==> src/hdl/ghpe_pkg.sv <==
// ---------------------------------------------------------------------------
// Geohash point encoder package
// Status codes, register indexes and field widths.
// ---------------------------------------------------------------------------
package ghpe_pkg;

  localparam int COORD_W = 64;
  localparam int STEP_W  = 6;
  localparam int CELL_W  = 52;
  localparam int STAT_W  = 2;
  localparam int IDX_W   = 2;

  localparam logic [STAT_W-1:0] ST_OK    = 2'd0;
  localparam logic [STAT_W-1:0] ST_BAD   = 2'd1;
  localparam logic [STAT_W-1:0] ST_RANGE = 2'd2;

  localparam logic [IDX_W-1:0] REG_LAT_MIN = 2'd0;
  localparam logic [IDX_W-1:0] REG_LAT_MAX = 2'd1;
  localparam logic [IDX_W-1:0] REG_LNG_MIN = 2'd2;
  localparam logic [IDX_W-1:0] REG_LNG_MAX = 2'd3;

endpackage

==> src/hdl/ghpe_div_step.sv <==
// ---------------------------------------------------------------------------
// Geohash divider step
// One restoring division iteration: shift remainder, subtract span if it fits.
// ---------------------------------------------------------------------------
module ghpe_div_step #(
  parameter int QW = 26
) (
  input  logic [ghpe_pkg::COORD_W-1:0] rem_in,
  input  logic [QW-1:0]                quo_in,
  input  logic [ghpe_pkg::COORD_W-1:0] span,
  output logic [ghpe_pkg::COORD_W-1:0] rem_out,
  output logic [QW-1:0]                quo_out
);

  logic [ghpe_pkg::COORD_W:0] shifted;
  logic [ghpe_pkg::COORD_W:0] diff;
  logic                       take;
  logic [QW:0]                quo_ext;

  always_comb begin
    shifted = {rem_in, 1'b0};
    diff    = shifted - {1'b0, span};
    take    = shifted >= {1'b0, span};
    rem_out = take ? diff[ghpe_pkg::COORD_W-1:0] : shifted[ghpe_pkg::COORD_W-1:0];
    quo_ext = {quo_in, take};
    quo_out = quo_ext[QW-1:0];
  end

endmodule

==> config.mk <==
export PLATFORM = sky130hd
export DESIGN_NAME = ghpe_div_step
export DESIGN_NICKNAME = d
export VERILOG_FILES = /design/src/hdl/ghpe_pkg.sv /design/src/hdl/ghpe_div_step.sv
export SDC_FILE = /design/constraint.sdc
export NUM_CORES = 1
export LEC_CHECK = 0
export CORE_MARGIN = 4
export CORE_UTILIZATION = 30
export DETAILED_ROUTE_END_ITERATION = 7
export DONT_BUFFER_PORTS = 1
export PLACE_DENSITY = 0.46
export SLEW_MARGIN = 15
export SYNTH_ARGS = -nofsm -noshare
export SYNTH_HDL_FRONTEND = slang
export SYNTH_SLANG_ARGS = --single-unit
==> constraint.sdc <==
create_clock -name vclk -period 6.3
set_input_delay 1.26 -clock vclk [all_inputs]
set_output_delay 1.26 -clock vclk [all_outputs]
set_load 0.005 [all_outputs]
; ---- Word level (Yosys, flattened, before mapping)
; Cells that the tools add are included.
[word_totals]
ff_bits = 0
wordCells = 3
in_bits = 154
[op_classes]
order_cmp = 1
n_addsub = 1
n_mux = 1
[op_table]
columns = operator, n
row1 = $ge A65 B64 Y1, 1
row2 = $mux W64, 1
row3 = $sub A64 B64 Y64, 1

; ---- Depth between registers and ports, before layout
; Gate-level depths: netlist of the first run.
[logic_depth]
depth_word = 2
mapped_depth = 15

; ---- Least setup slack after synthesis of the first run
; OpenSTA, ideal clock, no wires.
[synth_path]
path_type = input to output
start = in span[29] (netlist bit)
end = out rem_out[21] (netlist bit)
slack_ps = 859
n_path_buf = 2
path_stages = 12
arrival_ps = 4181
required_time_ps = 5040
path_cell_list = inv_1 -> ha_1 -> clkbuf_1 -> nand2_1 -> or4_1 -> or4_1 -> a21o_1 -> a2111oi_4 -> o21ai_2 -> inv_2 -> buf_6 -> mux2_1
[synth_via]
elab_chain_len = 2
[synth_rtl]
columns = element, line
row1 = start: declaration, ghpe_div_step.sv:10  ; input logic [ghpe_pkg::COORD_W-1:0] span,
row2 = $ge A65 B64 Y1, ghpe_div_step.sv:23  ; take = shifted >= {1'b0, span};
row3 = $mux W64, ghpe_div_step.sv:24  ; rem_out = take ? diff[ghpe_pkg::COORD_W-1:0] : shifted[ghpe_pkg::COORD_W-1:0];
row4 = end: declaration, ghpe_div_step.sv:11  ; output logic [ghpe_pkg::COORD_W-1:0] rem_out,
; No other way between the ends.

; ---- Worst setup path after layout of the first run
[layout_path]
start = in span[32] (netlist bit)
end = out rem_out[29] (netlist bit)
; The elaborated chain is that of the path after synthesis.

==> results of run 1 <==
[placed cells by master (no fill, tap or decap), drive strengths merged, types with 3 or more instances in the layout]
| cell | n |
|---|---|
| a31oi | 9 |
| a21o | 29 |
| nor3 | 10 |
| nand4 | 27 |
| nor2 | 86 |
| o21a | 11 |
| xnor2 | 27 |
| o21bai | 10 |
| and2 | 7 |
| or3 | 5 |
| a21boi | 6 |
| xor2 | 28 |
| or2 | 4 |
| o2111ai | 4 |
| o31ai | 10 |
| nor4 | 6 |
| mux2 | 3 |
| a21oi | 123 |
| ha | 64 |
| or4 | 3 |
| nand2 | 69 |
| and3 | 8 |
| o221ai | 3 |
| inv | 87 |
| o21ai | 51 |
| nand2b | 6 |
| o211ai | 5 |
| buf | 27 |
| nand3 | 13 |
| a211oi | 8 |
| nor2b | 7 |
[power by group through the flow]
stage	Clock, mW	Combinational [mW]	Sequential, mW
6_report	0	0.633	0
5_1_grt	0	0.712	0
4_1_cts	0	0.637	0
3_5_place_dp	0	0.633	0
3_3_place_gp	0	0.634	0
2_1_floorplan	0	0.488	0
[cell type report]
type	instances	area, sq um	area share, %
timing repair buffer	27	215	4.15
multi-input combinational	671	4360	84.1
tap	220	275	5.31
inverter	88	332	6.39
[stage by stage]
step	power, mW	hold WS, ns
finish	0.633	2.52
global route	0.712	2.52
CTS	0.637	2.52
detailed placement	0.633	2.52
global placement	0.634	2.52
floorplan	0.488	2.60
[cells by family after synthesis]
logic type,synth area share (%)
and+or+nand+nor,23.3
xor gates and xnor gates,9.47
muxes,0.861
adders and majority gates,16.1
AOI/OAI and AO/OA,36.1
buffers and inverters,14.2
[worst max-delay path, delay by kind of cell]
family	cells	cell delay, ns
adder cells (fa/ha/maj)	1	0.38
multiplexers	1	0.37
AND/OR/NAND/NOR	3	1.24
buffers and inverters	3	0.47
AO/OA/AOI/OAI	3	0.86
[worst min path at each step]
stage | endpoint | slack (ns)
2_1_floorplan | quo_out[10] | 2.60
3_3_place_gp | quo_out[13] | 2.52
3_5_place_dp | quo_out[13] | 2.52
4_1_cts | quo_out[13] | 2.52
5_1_grt | quo_out[10] | 2.52
6_report | quo_out[10] | 2.52
[routing by layer]
layer,up-vias,track usage [%],share of wire (%)
met1,2405,23.0,47
met3,10,2.21,5.5
met4,0,1.14,0.75
met5,-,0,0
li1,2820,-,-
met2,165,29.3,47
==> run summary, run 1 <==
Counting every net in the synthesized netlist gives 1,046. After detailed placement, the total cell area comes to 5190 sq um. The transition at the pin with the smallest max-transition slack is 0.709 ns, and the data arrival time of the critical path is 4.65 ns. During I/O placement, the number of pins put on the boundary was 244. The die covers 19,100 sq um. A synthesized cell averages 6.15 sq um. The run gives 281 as the number of violations reported at the end of detailed-routing iteration 0.

After synthesis, the cell types taking the most area are sky130_fd_sc_hd__ha_1 (16%), sky130_fd_sc_hd__a21oi_1 (12%), sky130_fd_sc_hd__inv_1 (6.4%). Yosys warning count: 0. Setup violations remaining at the end of the flow were counted as 0.

Entering global routing, the biggest net connects 50 pins. The cell leakage power was 2.40 nW; the post-synthesis sequential area ratio was 0%. The fraction of final layout cells with drive strength greater than 1 is 5.09%, and the total half-perimeter wirelength after legalization and detailed placement is 14,800 microns.

Net switching is 60.4% of the power. The count of final hold-check violations was 0. The delay of the slowest cell on the worst path is 0.59 ns, and the detailed-route DRC error count is 0. The maximum clock rate was 169 MHz. Power per unit of standard cell area: 122 nW/um^2. The core region is 16,600 sq um. For this design the total switching power over the nets is 0.382 mW. The run gives 5 as the number of search-and-repair iterations in the first detailed-routing pass. The number of maximum-capacitance violations came out at 0. The class of the tightest hold or removal check was in2out. From synthesis to final layout, the design area changed by 1.99%. By count the netlist is led by sky130_fd_sc_hd__a21oi_1 (119), sky130_fd_sc_hd__inv_1 (87), sky130_fd_sc_hd__nor2_1 (86). Peak ir drop on the vdd network: 0.0000481 V. The startpoint identified for the worst hold timing path is quo_in[9]. Timing analysis after detailed placement gives a worst setup slack of 0.356 ns. In the finished design, the share of the clock period the worst path needs comes to 93.9%. The height of the die is 138 microns. Following the worst setup path forward leads to its endpoint at rem_out[29].

The run finished with clean final reports. The proportion of netlist area held by the largest area contributor is 15.7%. Summed over all instances, the cell type with the most area after synthesis is sky130_fd_sc_hd__ha_1.

The max-slew violation total from the final report is 0. The net count reported at finish was 1,007; the count of buffers from port buffering was 0. Dividing the detail-routed wire length by the instance count gives 17.1 microns. Cells fill 31.3% of the core in the end.

The slowest cell on the critical path is sky130_fd_sc_hd__or4_1. The run gives 1,006 as the number of placed instances with taps included. Walking the worst path, the cells encountered are inv_1, ha_1, nand2_1, or4_1, or4_1, a21o_1, a2111oi_4, o21ai_2, clkinv_2, buf_12, mux2_1.

The clock buffers instantiated in the layout total 0. In this run, the clock network consumes 0% of the power. Subtracting the final worst setup slack from the clock period gives 5.91 ns.

The layout has 1,901 filler cells. The number of antenna diodes in the final layout is 0. The tools report the number of global-route vias before repair as 5,353. For the sum of negative setup slack, the log shows 0 ns. The design has 0 sequential cells.

The initial antenna violation count is 0. For this configuration, the core starts out at a cell density of 30.7%. The number of cells on the worst hold path is 0. Summing all non-filler instances in the final layout gives an area of 5190 sq um. Summing every instance area after synthesis gives 5080 sq um. STA classifies the critical path endpoint as an output port. Synthesis produced 827 cells. In this run, post-CTS hold repair placed 0 buffers. The final non-filler cell total is 1,006. The wire length of the first global-routing pass was 27,600 microns; the horizontal die dimension was 138 microns. By instance count, the leading cell after synthesis is sky130_fd_sc_hd__a21oi_1.

The count of nets left with antenna violations once routing finished came out at 0. Most used cell along the critical path: sky130_fd_sc_hd__or4_1. The synthesized netlist contains 61 unique library cells. The worst-case headroom to the max-slew limit came out at 52.3%. After clock tree synthesis, the repair step resized 0 gates. The tools report the global placement routability congestion as 0.871. The aggregate global-route resource usage is 16.7%. Of all nets on the critical path, the largest fanout is 49.

STA classifies the critical path startpoint as an input port. In this run, flip-flops and latches consume 0% of the power. Data on the critical path is required at its endpoint by 5.04 ns.

After global routing the overflow that remains totals 0. Combinational logic is responsible for 100.0% of the overall power. The internal power of the cells totals 0.251 mW.

The first element of the critical path was span[32]. The routed design has 17,200 microns of wire. The final route contains 5,400 vias. Dividing the detail-routed via count by the number of cells gives 5.37. After layout, the worst setup slack is 0.387 ns. Setup repair after global routing left no endpoint under its margin. In this run the core area contains 47 standard-cell rows. In the final layout, flip-flops and latches occupy 0 sq um. Path type of the worst setup path: in2out. For the post-CTS setup repair buffer count, the log shows 0.
No activity file was read; power rests on OpenSTA's default activity.
==> run 2: changes to the inputs <==
Settings changed: CORE_UTILIZATION 30 to 46, GPL_ROUTABILITY_DRIVEN from default to 1, PLACE_DENSITY 0.46 to default.
==> run 2 against run 1 <==
Effect of this change:
- utilization up 15 points
- combinational power fell by 4.7%
- die area shrank 33%
- sequential share of layout area is the same
- setup slack better by 0.13 ns
- first-iteration DRC count decreased by 9.3%
- non-clock buffer count fell by 13
- design area is 3.8% lower
- largest cell class unchanged
- highest routed layer unchanged
==> run summary, run 2 (same netlist as run 1, synthesis figures left out) <==
The horizontal die dimension works out to 113 microns (was 138 microns). The number of nets with antenna violations after detailed routing is 0 (unchanged). The number of buffers and inverters on the critical path was 3 (unchanged); the worst-case headroom to the max-slew limit was 52.3% (unchanged).

The final routed wire length divided by cell count is 17.0 microns (was 17.1 microns). The number of cells on the critical path came out at 11 (unchanged). Startpoint of the most critical hold path: quo_in[9] (unchanged). The post-place setup slack was 0.516 ns (was 0.356 ns). The run gives 4.53 ns (was 4.65 ns) as the data arrival time of the critical path. The class of the tightest hold or removal check was in2out (unchanged). The tools report the final setup violation count as 0 (unchanged). Top fanout value on the critical path: 46 (was 49). The path type of the worst setup path was in2out (unchanged). The height of the die is 113 microns (was 138 microns).

The slowest cell on the critical path was sky130_fd_sc_hd__or4_1 (unchanged). The growth of design area from synthesis to finish was -1.89% (was 1.99%). The share of the clock period used by the worst path after layout is 91.8% (was 93.9%). Worst path cell trace: inv_1, ha_1, nand2_1, or4_1, or4_1, a21o_1, a2111oi_4, o21ai_2, clkinv_2, buf_12, mux2_1 (unchanged). The worst hold slack after final layout is 2.52 ns (unchanged). The run gives 0.921 (was 0.871) as the global placement routability congestion.

For the initial antenna violation count, the log shows 0 (unchanged). The logs give 173 MHz (was 169 MHz) for the maximum clock rate and 4360 sq um (unchanged) for the area of the multi-input gates. The logs give 255 (was 281) for the number of violations reported at the end of detailed-routing iteration 0 and 4990 sq um (was 5190 sq um) for the post-route cell area. Peak ir drop on the vdd network: 0.0000627 V (was 0.0000481 V). For the wire length of the first global-routing pass, the log shows 25,000 microns (was 27,600 microns). Kind of cell adding the most delay to the critical path: simple AND/OR/NAND/NOR gates (unchanged). For the number of clock-tree buffers in the layout, the log shows 0 (unchanged).

The delay of the slowest cell on the worst path came out at 0.59 ns (about the same). The number of global-route vias before repair was 5,419 (was 5,353). The starting density of the core came out at 46.9% (was 30.7%).

The number of search-and-repair iterations in the first detailed-routing pass was 5 (unchanged). The layer with the highest usage after global routing is met2 (unchanged). The met3 demand-to-capacity share in global routing is 1.98% (was 2.21%), and the fraction of final layout cells with drive strength greater than 1 is 3.49% (was 5.09%).

The logs give 1,212 (was 1,901) for the number of fillers in the final layout and 0.514 ns (was 0.387 ns) for the smallest setup slack after layout. The register area was 0 sq um (unchanged); the met1 track demand over resource in global routing was 29.8% (was 23.0%). The sum of routed wire length over all layers came out at 15,500 microns (was 17,200 microns). The total half-perimeter wirelength after legalization and detailed placement is 13,100 microns (was 14,800 microns), and the area of the core region is 10,800 sq um (was 16,600 sq um). The sort of element at the end of the critical path is an output port (unchanged). The tools report the worst hold path endpoint as quo_out[10] (unchanged). Setup repair after global routing left no endpoint under its margin. The flow ran to the end, and the final reports show no timing, DRC or antenna violations. The post-CTS setup repair buffer count was 0 (unchanged); the count of final hold-check violations was 0 (unchanged). The via density per instance was 6.09 (was 5.37); the aggregate global-route resource usage was 22.4% (was 16.7%). The endpoint required time on the critical path was 5.04 ns (about the same). For the residual overflow from global routing, the log shows 0 (unchanged).

Most used cell along the critical path: sky130_fd_sc_hd__or4_1 (unchanged). The max-slew violation total from the final report is 0 (unchanged). Most used cells in the layout excluding fill and tap cells: sky130_fd_sc_hd__a21oi_1 (119), sky130_fd_sc_hd__inv_1 (87), sky130_fd_sc_hd__nor2_1 (86), sky130_fd_sc_hd__nand2_1 (69), sky130_fd_sc_hd__ha_1 (64) (unchanged).

The sum of negative setup slack is 0 ns (unchanged), and the number of core rows is 38 (was 47). The run gives 0 (unchanged) as the number of maximum-capacitance violations. The post-detailed-placement cell area is 4990 sq um (was 5190 sq um).

The critical path startpoint category is an input port (unchanged). The met2 capacity usage during global routing came out at 40.9% (was 29.3%). I/O pin count: 244 (unchanged).

The number of cells on the worst hold path came out at 0 (unchanged). The via count of the routed design is 5,561 (was 5,400). The overall power consumption was 0.603 mW (was 0.633 mW); the detailed-route DRC error count was 0 (unchanged). The final critical delay including setup and external delays is 5.79 ns (was 5.91 ns). The net count reported at finish is 994 (was 1,007), and the cell leakage power is 2.34 nW (was 2.40 nW). For the final antenna diode count, the log shows 0 (unchanged).

The logs give 0 (unchanged) for the hold buffer count at cts and 47 (was 50) for the maximum number of pins on one net before global-route repair. The transition at the pin with the smallest max-transition slack was 0.708 ns (was 0.709 ns). The count of buffers from port buffering was 0 (unchanged). Most common cell after layout, fill and taps aside: sky130_fd_sc_hd__a21oi_1 (unchanged). The logs give 0 (unchanged) for the post-cts gate resize count and 0 (unchanged) for the total number of sequential cells.

The power per unit of standard cell area works out to 121 nW/um^2 (was 122 nW/um^2). The tools report the area of the die as 12,800 sq um (was 19,100 sq um).
-- run 2: cell types whose count changed in the layout (fill, tap and decap cells not counted), sizes merged --
cell / delta
buf: -13
-- run 2: report_power, final --
group / leakage (nW) / internal (mW) / total [mW] / switching, mW
combinational: 2.34 / 0.234 / 0.603 / 0.370
clock: 0 / 0 / 0 / 0
sequential: 0 / 0 / 0 / 0
total: 2.34 / 0.234 / 0.603 / 0.370
-- run 2: how the worst max path moves through the flow --
stage | startpoint | endpoint | slack, ns
floorplan | span[29] | rem_out[21] | 0.86
global placement | span[32] | rem_out[29] | 0.52
detailed placement | span[32] | rem_out[29] | 0.52
CTS | span[32] | rem_out[29] | 0.50
global route | span[32] | rem_out[62] | 0.23
finish | span[31] | rem_out[21] | 0.51
-- run 2: metrics by stage --
stage / utilization (%) / instances
after floorplan: - / 827
after global placement: 46.0 / 913
after global routing: 46.0 / 913
after CTS: 46.0 / 913
after detailed placement: 46.0 / 913
final: 46.0 / 913
-- run 2: per-layer routing --
layer / vias up / wire [microns]
li1: 2798 / -
met2: 205 / 7480
met4: 0 / 80
met5: - / 0
met1: 2548 / 6970
met3: 10 / 1010
-- run 2: final cells by class --
type,count,area share [%]
well taps,140,3.51
repair buffers,14,2.36
inverters,88,6.65
multi-input cells,671,87.5
